File: src/design/rmu_pkg.sv
// Shared constants, codes and control types for the RMS current meter.
`default_nettype none
package rmu_pkg;

  // Field widths.
  localparam int unsigned ADC_BITS  = 10;
  localparam int unsigned VALUE_W   = 13;
  localparam int unsigned CNT_W     = 13;
  localparam int unsigned SUM_W     = 33;
  localparam int unsigned CAL_SUM_W = 23;
  localparam int unsigned WIDE_W    = 64;
  localparam int unsigned MUL_W     = 33;
  localparam int unsigned ROOT_W    = 32;
  localparam int unsigned SREM_W    = 34;
  localparam int unsigned STEP_W    = 7;

  // Measurement constants.
  localparam int unsigned MAX_WINDOW   = 4096;
  localparam int unsigned CAL_SAMPLES  = 5000;
  localparam int unsigned SCALE_DEN    = 4000;
  // Square of the scale numerator 27027.
  localparam int unsigned SCALE_SQ     = 730458729;
  localparam int unsigned VALUE_MAX    = 8191;
  localparam int unsigned COUNT_RESET  = 1000;
  localparam int unsigned OFFSET_RESET = 512;

  // Reciprocal division by constants. floor(x / 5000) equals
  // (x * CAL_RECIP) >> CAL_SHIFT for every calibration sum, and floor(y / 125)
  // equals (y * SCALE_RECIP) >> SCALE_SHIFT for y below 2^20. A root of
  // ROOT_SAT or more scales past the largest value and saturates.
  localparam int unsigned CAL_PROD_W    = 2 * CAL_SUM_W;
  localparam int unsigned CAL_RECIP     = 6871948;
  localparam int unsigned CAL_SHIFT     = 35;
  localparam int unsigned SCALE_PRE     = 5;
  localparam int unsigned SCALE_Y_W     = 20;
  localparam int unsigned SCALE_RECIP_W = 21;
  localparam int unsigned SCALE_PROD_W  = SCALE_Y_W + SCALE_RECIP_W;
  localparam int unsigned SCALE_RECIP   = 1073742;
  localparam int unsigned SCALE_SHIFT   = 27;
  localparam int unsigned ROOT_SAT      = SCALE_DEN * (VALUE_MAX + 1);

  // Iteration counts of the serial units.
  localparam int unsigned MUL_STEPS   = MUL_W;
  localparam int unsigned DIV_STEPS   = WIDE_W;
  localparam int unsigned SQRT_STEPS  = WIDE_W / 2;

  // Input opcodes and result kinds.
  localparam logic OPCODE_MEASURE = 1'b0;
  localparam logic OPCODE_CAL     = 1'b1;
  localparam logic KIND_RMS       = 1'b0;
  localparam logic KIND_OFFSET    = 1'b1;

  typedef enum logic [3:0] {
    OP_NONE,
    OP_UPDATE,
    OP_CAL_LOAD,
    OP_MUL_LOAD,
    OP_MUL_STEP,
    OP_DIV_LOAD,
    OP_DIV_STEP,
    OP_SQRT_LOAD,
    OP_SQRT_STEP,
    OP_SCALE,
    OP_EMIT_CAL,
    OP_EMIT_RMS
  } dp_op_e;

  typedef struct packed {
    logic   accept;
    dp_op_e op;
  } rmu_cmd_t;

  typedef struct packed {
    logic in_fire;
    logic is_cal;
    logic win_done;
    logic cal_done;
    logic out_busy;
  } rmu_stat_t;

endpackage
`default_nettype wire

File: src/design/rmu_if.sv
// Stream interfaces for sample input and result output.
`default_nettype none
interface rmu_in_if
  import rmu_pkg::*;
();
  logic                valid;
  logic                ready;
  logic                opcode;
  logic [ADC_BITS-1:0] sample;

  modport source (output valid, opcode, sample, input ready);
  modport sink (input valid, opcode, sample, output ready);
endinterface

interface rmu_out_if
  import rmu_pkg::*;
();
  logic               valid;
  logic               ready;
  logic               result_kind;
  logic [VALUE_W-1:0] value;

  modport source (output valid, result_kind, value, input ready);
  modport sink (input valid, result_kind, value, output ready);
endinterface
`default_nettype wire

File: src/design/rmu_datapath.sv
// Datapath: accumulators, serial multiplier, divider and square root, result register.
`default_nettype none
module rmu_datapath
  import rmu_pkg::*;
(
  input  wire logic         clk_i,
  input  wire logic         rst_ni,
  input  wire logic         cfg_we_i,
  input  wire logic [CNT_W-1:0] cfg_data_i,
  input  wire rmu_cmd_t     cmd_i,
  output rmu_stat_t         stat_o,
  rmu_in_if.sink            in_i,
  rmu_out_if.source         out_o
);

  localparam logic [CNT_W-1:0]   CAL_DIVISOR   = CNT_W'(CAL_SAMPLES);
  localparam logic [CNT_W-1:0]   WINDOW_MAX    = CNT_W'(MAX_WINDOW);
  localparam logic [CNT_W-1:0]   WINDOW_MIN    = CNT_W'(1);
  localparam logic [VALUE_W-1:0] VALUE_SAT     = VALUE_W'(VALUE_MAX);
  localparam logic [WIDE_W-1:0]  SCALE_SQ_W    = WIDE_W'(SCALE_SQ);
  localparam logic [CAL_SUM_W-1:0]     CAL_RECIP_C   = CAL_SUM_W'(CAL_RECIP);
  localparam logic [SCALE_RECIP_W-1:0] SCALE_RECIP_C = SCALE_RECIP_W'(SCALE_RECIP);
  localparam logic [ROOT_W-1:0]        ROOT_SAT_C    = ROOT_W'(ROOT_SAT);

  // Architectural state.
  logic [CNT_W-1:0]     sample_count_q, sample_count_d;
  logic [ADC_BITS-1:0]  zero_offset_q, zero_offset_d;
  logic [SUM_W-1:0]     square_sum_q, square_sum_d;
  logic [CNT_W-1:0]     window_count_q, window_count_d;
  logic [CAL_SUM_W-1:0] calib_sum_q, calib_sum_d;
  logic [CNT_W-1:0]     calib_count_q, calib_count_d;
  logic                 out_valid_q, out_valid_d;

  // Working registers.
  logic                 opcode_q, opcode_d;
  logic [ADC_BITS-1:0]  sample_q, sample_d;
  logic [WIDE_W-1:0]    d_q, d_d;
  logic [MUL_W-1:0]     m_q, m_d;
  logic [CNT_W-1:0]     rem_q, rem_d;
  logic [CNT_W-1:0]     div_q, div_d;
  logic [ROOT_W-1:0]    root_q, root_d;
  logic [SREM_W-1:0]    srem_q, srem_d;
  logic                 out_kind_q, out_kind_d;
  logic [VALUE_W-1:0]   out_value_q, out_value_d;

  logic                  in_fire;
  logic [CNT_W-1:0]      n_eff;
  logic [ADC_BITS-1:0]   diff;
  logic [2*ADC_BITS-1:0] sq;
  logic [CNT_W:0]        div_t;
  logic [CNT_W:0]        div_sub;
  logic                  div_ge;
  logic [SREM_W+1:0]     sqrt_t;
  logic [SREM_W+1:0]     sqrt_trial;
  logic                  sqrt_ge;
  logic [WIDE_W-1:0]     mul_sum;
  logic [CAL_PROD_W-1:0]   cal_prod;
  logic [ADC_BITS-1:0]     cal_quot;
  logic [SCALE_Y_W-1:0]    scale_y;
  logic [SCALE_PROD_W-1:0] scale_prod;
  logic [VALUE_W-1:0]      scale_quot;
  logic                    scale_sat;

  assign in_fire     = in_i.valid && in_i.ready;
  assign in_i.ready  = cmd_i.accept;
  assign out_o.valid = out_valid_q;
  assign out_o.result_kind = out_kind_q;
  assign out_o.value = out_value_q;

  always_comb begin
    if (sample_count_q == '0) begin
      n_eff = WINDOW_MIN;
    end else if (sample_count_q > WINDOW_MAX) begin
      n_eff = WINDOW_MAX;
    end else begin
      n_eff = sample_count_q;
    end
  end

  assign diff = (sample_q >= zero_offset_q) ? (sample_q - zero_offset_q)
                                            : (zero_offset_q - sample_q);
  assign sq   = (2*ADC_BITS)'(diff) * (2*ADC_BITS)'(diff);

  // Restoring division step: one quotient bit shifts into the low end of d_q.
  assign div_t   = {rem_q, d_q[WIDE_W-1]};
  assign div_ge  = div_t >= {1'b0, div_q};
  assign div_sub = div_t - {1'b0, div_q};

  // Digit-by-digit square root: two radicand bits leave the top of d_q per step.
  assign sqrt_t     = {srem_q, d_q[WIDE_W-1 -: 2]};
  assign sqrt_trial = {2'b00, root_q, 2'b01};
  assign sqrt_ge    = sqrt_t >= sqrt_trial;

  // Shift-and-add product, most significant multiplier bit first.
  assign mul_sum = {d_q[WIDE_W-2:0], 1'b0} + (m_q[MUL_W-1] ? SCALE_SQ_W : '0);

  // Mean of the calibration run by reciprocal multiplication.
  assign cal_prod = CAL_PROD_W'(calib_sum_q) * CAL_PROD_W'(CAL_RECIP_C);
  assign cal_quot = cal_prod[CAL_SHIFT +: ADC_BITS];

  // Root divided by 4000: a shift by 5, then a reciprocal multiply for 125.
  assign scale_sat  = root_q >= ROOT_SAT_C;
  assign scale_y    = root_q[SCALE_PRE +: SCALE_Y_W];
  assign scale_prod = SCALE_PROD_W'(scale_y) * SCALE_PROD_W'(SCALE_RECIP_C);
  assign scale_quot = scale_prod[SCALE_SHIFT +: VALUE_W];

  assign stat_o.in_fire  = in_fire;
  assign stat_o.is_cal   = (opcode_q == OPCODE_CAL);
  assign stat_o.win_done = ({1'b0, window_count_q} + 1'b1) >= {1'b0, n_eff};
  assign stat_o.cal_done = ({1'b0, calib_count_q} + 1'b1) >= {1'b0, CAL_DIVISOR};
  assign stat_o.out_busy = out_valid_q && !out_o.ready;

  always_comb begin
    sample_count_d = sample_count_q;
    zero_offset_d  = zero_offset_q;
    square_sum_d   = square_sum_q;
    window_count_d = window_count_q;
    calib_sum_d    = calib_sum_q;
    calib_count_d  = calib_count_q;
    out_valid_d    = out_valid_q;
    opcode_d       = opcode_q;
    sample_d       = sample_q;
    d_d            = d_q;
    m_d            = m_q;
    rem_d          = rem_q;
    div_d          = div_q;
    root_d         = root_q;
    srem_d         = srem_q;
    out_kind_d     = out_kind_q;
    out_value_d    = out_value_q;

    if (cfg_we_i) begin
      sample_count_d = cfg_data_i;
    end
    if (out_valid_q && out_o.ready) begin
      out_valid_d = 1'b0;
    end
    if (in_fire) begin
      opcode_d = in_i.opcode;
      sample_d = in_i.sample;
    end

    case (cmd_i.op)
      OP_UPDATE: begin
        if (opcode_q == OPCODE_CAL) begin
          calib_sum_d   = calib_sum_q + CAL_SUM_W'(sample_q);
          calib_count_d = calib_count_q + 1'b1;
        end else begin
          square_sum_d   = square_sum_q + SUM_W'(sq);
          window_count_d = window_count_q + 1'b1;
        end
      end
      OP_CAL_LOAD: begin
        d_d           = WIDE_W'(cal_quot);
        calib_sum_d   = '0;
        calib_count_d = '0;
      end
      OP_MUL_LOAD: begin
        d_d            = '0;
        m_d            = square_sum_q;
        square_sum_d   = '0;
        window_count_d = '0;
      end
      OP_MUL_STEP: begin
        d_d = mul_sum;
        m_d = {m_q[MUL_W-2:0], 1'b0};
      end
      OP_DIV_LOAD: begin
        rem_d = '0;
        div_d = n_eff;
      end
      OP_DIV_STEP: begin
        d_d   = {d_q[WIDE_W-2:0], div_ge};
        rem_d = div_ge ? div_sub[CNT_W-1:0] : div_t[CNT_W-1:0];
      end
      OP_SQRT_LOAD: begin
        root_d = '0;
        srem_d = '0;
      end
      OP_SQRT_STEP: begin
        d_d    = {d_q[WIDE_W-3:0], 2'b00};
        root_d = {root_q[ROOT_W-2:0], sqrt_ge};
        srem_d = sqrt_ge ? SREM_W'(sqrt_t - sqrt_trial) : sqrt_t[SREM_W-1:0];
      end
      OP_SCALE: begin
        d_d = scale_sat ? WIDE_W'(VALUE_SAT) : WIDE_W'(scale_quot);
      end
      OP_EMIT_CAL: begin
        zero_offset_d = d_q[ADC_BITS-1:0];
        out_kind_d    = KIND_OFFSET;
        out_value_d   = {{(VALUE_W-ADC_BITS){1'b0}}, d_q[ADC_BITS-1:0]};
        out_valid_d   = 1'b1;
      end
      OP_EMIT_RMS: begin
        out_kind_d  = KIND_RMS;
        out_value_d = (d_q[ROOT_W-1:VALUE_W] != '0) ? VALUE_SAT : d_q[VALUE_W-1:0];
        out_valid_d = 1'b1;
      end
      default: begin
      end
    endcase
  end

  always_ff @(posedge clk_i or negedge rst_ni) begin
    if (!rst_ni) begin
      sample_count_q <= CNT_W'(COUNT_RESET);
      zero_offset_q  <= ADC_BITS'(OFFSET_RESET);
      square_sum_q   <= '0;
      window_count_q <= '0;
      calib_sum_q    <= '0;
      calib_count_q  <= '0;
      out_valid_q    <= 1'b0;
    end else begin
      sample_count_q <= sample_count_d;
      zero_offset_q  <= zero_offset_d;
      square_sum_q   <= square_sum_d;
      window_count_q <= window_count_d;
      calib_sum_q    <= calib_sum_d;
      calib_count_q  <= calib_count_d;
      out_valid_q    <= out_valid_d;
    end
  end

  always_ff @(posedge clk_i) begin
    opcode_q    <= opcode_d;
    sample_q    <= sample_d;
    d_q         <= d_d;
    m_q         <= m_d;
    rem_q       <= rem_d;
    div_q       <= div_d;
    root_q      <= root_d;
    srem_q      <= srem_d;
    out_kind_q  <= out_kind_d;
    out_value_q <= out_value_d;
  end

endmodule
`default_nettype wire

File: src/design/rmu_ctrl.sv
// Controller state machine that sequences accumulation, the calibration end and the window-end computation.
`default_nettype none
module rmu_ctrl
  import rmu_pkg::*;
(
  input  wire logic      clk_i,
  input  wire logic      rst_ni,
  input  wire rmu_stat_t stat_i,
  output rmu_cmd_t       cmd_o
);

  localparam logic [3:0] S_IDLE       = 4'd0;
  localparam logic [3:0] S_UPDATE     = 4'd1;
  localparam logic [3:0] S_CAL_LOAD   = 4'd2;
  localparam logic [3:0] S_CAL_EMIT   = 4'd3;
  localparam logic [3:0] S_MUL_LOAD   = 4'd4;
  localparam logic [3:0] S_MUL        = 4'd5;
  localparam logic [3:0] S_DIV_LOAD   = 4'd6;
  localparam logic [3:0] S_DIV        = 4'd7;
  localparam logic [3:0] S_SQRT_LOAD  = 4'd8;
  localparam logic [3:0] S_SQRT       = 4'd9;
  localparam logic [3:0] S_SCALE      = 4'd10;
  localparam logic [3:0] S_RMS_EMIT   = 4'd11;

  localparam logic [STEP_W-1:0] MUL_LAST   = STEP_W'(MUL_STEPS - 1);
  localparam logic [STEP_W-1:0] DIV_LAST   = STEP_W'(DIV_STEPS - 1);
  localparam logic [STEP_W-1:0] SQRT_LAST  = STEP_W'(SQRT_STEPS - 1);

  logic [3:0]        state_q, state_d;
  logic [STEP_W-1:0] cnt_q, cnt_d;
  logic              last;

  assign last = (cnt_q == '0);

  always_comb begin
    state_d      = state_q;
    cnt_d        = cnt_q;
    cmd_o.accept = 1'b0;
    cmd_o.op     = OP_NONE;

    case (state_q)
      S_IDLE: begin
        cmd_o.accept = 1'b1;
        if (stat_i.in_fire) begin
          state_d = S_UPDATE;
        end
      end
      S_UPDATE: begin
        cmd_o.op = OP_UPDATE;
        if (stat_i.is_cal) begin
          state_d = stat_i.cal_done ? S_CAL_LOAD : S_IDLE;
        end else begin
          state_d = stat_i.win_done ? S_MUL_LOAD : S_IDLE;
        end
      end
      S_CAL_LOAD: begin
        cmd_o.op = OP_CAL_LOAD;
        state_d  = S_CAL_EMIT;
      end
      S_CAL_EMIT: begin
        if (!stat_i.out_busy) begin
          cmd_o.op = OP_EMIT_CAL;
          state_d  = S_IDLE;
        end
      end
      S_MUL_LOAD: begin
        cmd_o.op = OP_MUL_LOAD;
        cnt_d    = MUL_LAST;
        state_d  = S_MUL;
      end
      S_MUL: begin
        cmd_o.op = OP_MUL_STEP;
        cnt_d    = cnt_q - 1'b1;
        if (last) begin
          state_d = S_DIV_LOAD;
        end
      end
      S_DIV_LOAD: begin
        cmd_o.op = OP_DIV_LOAD;
        cnt_d    = DIV_LAST;
        state_d  = S_DIV;
      end
      S_DIV: begin
        cmd_o.op = OP_DIV_STEP;
        cnt_d    = cnt_q - 1'b1;
        if (last) begin
          state_d = S_SQRT_LOAD;
        end
      end
      S_SQRT_LOAD: begin
        cmd_o.op = OP_SQRT_LOAD;
        cnt_d    = SQRT_LAST;
        state_d  = S_SQRT;
      end
      S_SQRT: begin
        cmd_o.op = OP_SQRT_STEP;
        cnt_d    = cnt_q - 1'b1;
        if (last) begin
          state_d = S_SCALE;
        end
      end
      S_SCALE: begin
        cmd_o.op = OP_SCALE;
        state_d  = S_RMS_EMIT;
      end
      S_RMS_EMIT: begin
        if (!stat_i.out_busy) begin
          cmd_o.op = OP_EMIT_RMS;
          state_d  = S_IDLE;
        end
      end
      default: begin
        state_d = S_IDLE;
      end
    endcase
  end

  always_ff @(posedge clk_i or negedge rst_ni) begin
    if (!rst_ni) begin
      state_q <= S_IDLE;
      cnt_q   <= '0;
    end else begin
      state_q <= state_d;
      cnt_q   <= cnt_d;
    end
  end

endmodule
`default_nettype wire

File: src/design/rms_current_meter_unit.sv
// Top level: true-RMS current meter with zero-offset calibration.
// A sample that does not close a window or calibration run passes through the accept and update states.
// A window end adds a 33-step multiply, a 64-step divide by the clamped window length
// and a 32-step square root, one bit per cycle, plus load, scale and emit states.
// A calibration end adds a load and an emit state; either emit state waits while an earlier result is held.
// Reset clears the accumulators, sets the offset to mid-scale and the window length to 1000.
`default_nettype none
module rms_current_meter_unit
  import rmu_pkg::*;
(
  input  wire logic             clk_i,
  input  wire logic             rst_ni,
  rmu_in_if.sink                in_i,
  rmu_out_if.source             out_o,
  input  wire logic             cfg_we_i,
  input  wire logic [CNT_W-1:0] cfg_data_i
);

  rmu_cmd_t  cmd;
  rmu_stat_t stat;

  rmu_ctrl u_ctrl (
    .clk_i  (clk_i),
    .rst_ni (rst_ni),
    .stat_i (stat),
    .cmd_o  (cmd)
  );

  rmu_datapath u_datapath (
    .clk_i      (clk_i),
    .rst_ni     (rst_ni),
    .cfg_we_i   (cfg_we_i),
    .cfg_data_i (cfg_data_i),
    .cmd_i      (cmd),
    .stat_o     (stat),
    .in_i       (in_i),
    .out_o      (out_o)
  );

  // Every accepted transaction is followed by an update cycle that takes no input.
  assert property (@(posedge clk_i) disable iff (!rst_ni)
    (in_i.valid && in_i.ready) |=> !in_i.ready)
    else $error("input accepted during the update cycle");

  // A new result only appears when no input could be taken just before it rises.
  assert property (@(posedge clk_i) disable iff (!rst_ni)
    $rose(out_o.valid) |-> $past(!in_i.ready))
    else $error("result raised while the input was open");

  // An offset result is a mean of ADC readings and fits the ADC range.
  assert property (@(posedge clk_i) disable iff (!rst_ni)
    (out_o.valid && (out_o.result_kind == KIND_OFFSET)) |->
      (out_o.value[VALUE_W-1:ADC_BITS] == '0))
    else $error("offset result out of ADC range");

endmodule
`default_nettype wire

File: src/flat_wrapper.sv
// flat-port wrapper written by rule: the top's interface ports become plain ports
module rms_current_meter_unit_flat import rmu_pkg::*;
  (clk_i, rst_ni, cfg_we_i, cfg_data_i, in_i_valid, in_i_opcode, in_i_sample, in_i_ready, out_o_valid, out_o_result_kind, out_o_value, out_o_ready);
  rmu_in_if in_i_i ();
  rmu_out_if out_o_i ();
  input  wire logic clk_i;
  input  wire logic rst_ni;
  input  wire logic cfg_we_i;
  input  wire logic [CNT_W-1:0] cfg_data_i;
  input wire logic [$bits(in_i_i.valid)-1:0] in_i_valid;
  input wire logic [$bits(in_i_i.opcode)-1:0] in_i_opcode;
  input wire logic [$bits(in_i_i.sample)-1:0] in_i_sample;
  output wire logic [$bits(in_i_i.ready)-1:0] in_i_ready;
  output wire logic [$bits(out_o_i.valid)-1:0] out_o_valid;
  output wire logic [$bits(out_o_i.result_kind)-1:0] out_o_result_kind;
  output wire logic [$bits(out_o_i.value)-1:0] out_o_value;
  input wire logic [$bits(out_o_i.ready)-1:0] out_o_ready;
  assign in_i_i.valid = in_i_valid;
  assign in_i_i.opcode = in_i_opcode;
  assign in_i_i.sample = in_i_sample;
  assign in_i_ready = in_i_i.ready;
  assign out_o_valid = out_o_i.valid;
  assign out_o_result_kind = out_o_i.result_kind;
  assign out_o_value = out_o_i.value;
  assign out_o_i.ready = out_o_ready;
  rms_current_meter_unit u_core (.clk_i(clk_i), .rst_ni(rst_ni), .in_i(in_i_i), .out_o(out_o_i), .cfg_we_i(cfg_we_i), .cfg_data_i(cfg_data_i));
endmodule
File: config.mk
export PLATFORM = sky130hd
export DESIGN_NAME = rms_current_meter_unit_flat
export DESIGN_NICKNAME = d
export VERILOG_FILES = /design/src/design/rmu_pkg.sv /design/src/design/rmu_if.sv /design/src/design/rmu_datapath.sv /design/src/design/rmu_ctrl.sv /design/src/design/rms_current_meter_unit.sv /design/src/flat_wrapper.sv
export SDC_FILE = /design/constraint.sdc
export NUM_CORES = 2
export LEC_CHECK = 0
export ABC_AREA = 1
export BUFFER_PORTS_ARGS = -buffer_cell sky130_fd_sc_hd__buf_2
export CORE_ASPECT_RATIO = 0.7
export CORE_MARGIN = 1
export CORE_UTILIZATION = 64
export CTS_CLUSTER_SIZE = 40
export DETAILED_ROUTE_END_ITERATION = 7
export PLACE_DENSITY = 0.9
export SLEW_MARGIN = 20
export SYNTH_ARGS = -nofsm -noshare
export SYNTH_HDL_FRONTEND = slang
export SYNTH_SLANG_ARGS = --single-unit
File: constraint.sdc
create_clock -name clk_i -period 7.85 [get_ports clk_i]
set_input_delay 0 -clock clk_i [delete_from_list [all_inputs] [get_ports clk_i]]
set_output_delay 0 -clock clk_i [all_outputs]
set_load 0.005 [all_outputs]
==> results.py <==
metrics = {
    "setup_path": {
        "critPathMaxStageDelay_ns": 0.71,
        "cp_num_buf_inv": 7,
        "cp_max_fo": 13,
        "crit_path_start_kind": "flop",
        "cp-end-kind": "flop",
        "crit_type": "flop to flop",
        "path_delay_family": "adder cells",
        "r2r_cells": 27,
        "critPathRequiredTime_ns": 8.33,
        "cp_num_cells": 27,
        "crit_top_cell": "inv_1",
        "worstPathArrival_ns": 7.85,
        "cpMaxStageDelayCell": "a21boi_0",
    },
    "detailed_routing": {
        "wl_per_cell_microns": 19.7,
        "firstDrtPassIters": 7,
        "antenna_left": 0,
        "vias_per_cell": 5.92,
        "dr.first_iter.drc_count": 4530,
        "drc_errors": 0,
        "via_count": 38400,
        "wirelength_mm": 128,
    },
    "final_layout": {
        "diodes": 0,
        "nNetsFinal": 6496,
        "syn2layout_area_growth_pct": 6.82,
        "drive_gt1_share_pct": 3.17,
        "fillers": 5123,
        "seq_area_sq_mm": 0.00936,
        "multiInputGateArea_sq_mm": 0.0273,
    },
    "timing": {
        "final_max_slew_viol_count": 0,
        "worst_slew_pin_slew_ns": 0.988,
        "finalHoldViolCount": 0,
        "fin_crit_sh_pct": 93.9,
        "fin_crit_ns": 7.37,
        "finClkSkew_ns": 0.0197,
        "fin_setup_tns_ns": 0,
        "max_slew_margin_pct": 33.9,
        "rsz0062_at_grt": "no",
        "final-setup-viol-count": 0,
        "fmax_mhz": 136,
    },
    "yosys": {
        "synth_top_area_share_pct": 16.4,
        "syn_area_sq_mm": 0.0417,
        "synthDistinctLibCells": 59,
        "synth_most_common_cell": "nand2_1",
        "yosys-top-cells-area": "fa_1 (16%), ha_1 (16%), edfxtp_1 (15%)",
        "netlist_instances": 5511,
        "avgSynthCellArea_sq_um": 7.57,
        "seq_area_frac_synth_pct": 22.4,
        "ys.flop_type": "edfxtp_1",
        "syn-num-nets": 6418,
        "synthTopCellsByCount": "nand2_1 (1,233), inv_1 (1,231), ha_1 (536)",
        "synth_edf_count": 214,
        "ys_ff_latch": 331,
        "async_reset_ff_share_pct": 35.3,
        "synth_largest_area_cell": "fa_1",
        "ys_warn_count": 0,
    },
    "run_status": {
        "status": "completed",
    },
    "floorplan": {
        "die_x_microns": 307,
        "chipHeight_microns": 216,
        "io_pins": 45,
        "design.die.area_sq_mm": 0.0662,
        "start_util_pct": 65.4,
        "core-area_sq_mm": 0.0638,
        "fp-row-count": 77,
    },
    "clock_network": {
        "clock_latency_ns": 0.59,
        "cts-htree-levels": 2,
        "cts_sinks": 331,
        "clock_tree.root_cell": "clkbuf_16",
        "cts_tree": "yes",
        "ctsLongestPathBuffers": 3,
        "ctsResizeCount": 0,
        "post-cts-setup-buffers": 0,
        "cts_buffers": 37,
        "path_clk_slew_ns": 0.07,
    },
    "grt": {
        "grt_pass1_vias": 38000,
        "antenna_found_initial": 2,
        "grt_first_pass_wirelength_mm": 203,
        "grt.overflow.total": 0,
        "grt_usage_pct": 39.1,
        "grt_max_degree": 67,
    },
    "place": {
        "io_buffers": 44,
        "gp_congestion": 1.03,
        "dp_hpwl_mm": 100,
    },
    "run": {
        "cap_violations": 0,
    },
    "hold_path": {
        "min_path_type": "input pin to async pin",
    },
}
sequential cells by signal (all words and copies together) (netlist names), 4 cells and up:
signal / cells
u_core.u_datapath.srem_q: 34
u_core.u_datapath.square_sum_q: 33
u_core.u_datapath.rem_q: 13
u_core.u_ctrl.cnt_q: 7
u_core.u_datapath.sample_q: 10
u_core.u_datapath.calib_count_q: 13
u_core.u_datapath.out_o.value: 13
u_core.u_datapath.sample_count_q: 13
u_core.u_datapath.d_q: 64
u_core.u_datapath.zero_offset_q: 10
u_core.u_datapath.window_count_q: 13
u_core.u_datapath.root_q: 32
u_core.u_datapath.m_q: 33
u_core.u_datapath.calib_sum_q: 23
u_core.u_ctrl.state_q: 4
u_core.u_datapath.div_q: 13
cell families (layout without fill, tap and decap cells):
kind of cell	Yosys count	count (layout)	share of synthesized area (%)
and+or+nand+nor	2251	2251	22.4
buffers and inverters	1313	1420	12.0
adders and majority gates	878	878	32.5
AOI/OAI and AO/OA	654	654	8.82
DFF	331	331	22.4
xor gates and xnor gates	83	83	1.74
muxes	1	1	0.0270
worst paths after layout:
| kind | from | end | slack (ns) |
|---|---|---|---|
| max | u_core.u_datapath.sample_q[0] | u_core.u_datapath.square_sum_q[19] | 0.48 |
| max reg2reg | u_core.u_datapath.sample_q[0] | u_core.u_datapath.square_sum_q[19] | 0.48 |
| min in group clk_i | in_i_sample[1] | u_core.u_datapath.sample_q[1] | 0.13 |
| min reg2reg | u_core.u_datapath.zero_offset_q[9] | u_core.u_datapath.zero_offset_q[9] | 0.51 |
| max in group asynchronous | rst_ni | u_core.u_datapath.calib_sum_q[5] | 6.37 |
| min | rst_ni | u_core.u_datapath.square_sum_q[25] | 0.01 |
metrics by stage:
step / util, % / instance area [sq um] / setup slack, ns / hold slack, ns / cells
2_1_floorplan: - / 41700 / 1.71 / -0.296 / 5511
3_3_place_gp: 67.1 / 42800 / 0.954 / 0.0998 / 6367
3_5_place_dp: 67.1 / 42800 / 0.770 / 0.0956 / 6367
4_1_cts: 69.8 / 44500 / 0.655 / 0.0327 / 6487
5_1_grt: 69.9 / 44600 / 0.0565 / 0.0809 / 6487
6_report: 69.9 / 44600 / 0.481 / 0.0145 / 6487
layer usage:
metal | global-route usage (%) | part of all wire (%)
met5 | 0 | 0.045
met2 | 57.4 | 41
met4 | 12.3 | 3.7
met3 | 11.2 | 13
met1 | 55.6 | 42
layout by cell type, fill, tap and decap left out, types with 16 or more instances in the layout:
master,Yosys,routed
buf_4,7,17
nand3b_1,16,16
nand2_1,1233,1231
nor3_1,65,64
a21oi_1,235,235
o21ai_0,239,239
inv_1,1231,1231
dfrtp_1,110,110
o221ai_1,17,17
dlygate4sd3_1,0,52
o21bai_1,37,37
o22ai_1,52,52
edfxtp_1,214,214
ha_1,536,536
nor2_1,507,505
buf_2,25,43
xor2_1,64,64
clkbuf_16,0,38
fa_1,342,342
nand4_1,65,65
xnor2_1,19,19
nor4_1,19,19
nand3_1,299,299
what timing repair did:
item                                   in CTS  in global routing
setup endpoints to repair                   0                  0
endpoints found under the hold margin      80                  0
hold buffers                               52                  0
layout make-up:
cell class / instances / area share [%]
clock buffer: 50 / 2.30
clock inverter: 18 / 0.475
inverter: 1240 / 10.4
multi-input combinational: 3867 / 61.4
sequential: 331 / 21.0
tap: 869 / 2.44
timing repair buffer: 112 / 1.94
Power is not shown: default switching activity piles up to over one toggle a cycle in this logic, so the estimate is an artifact.
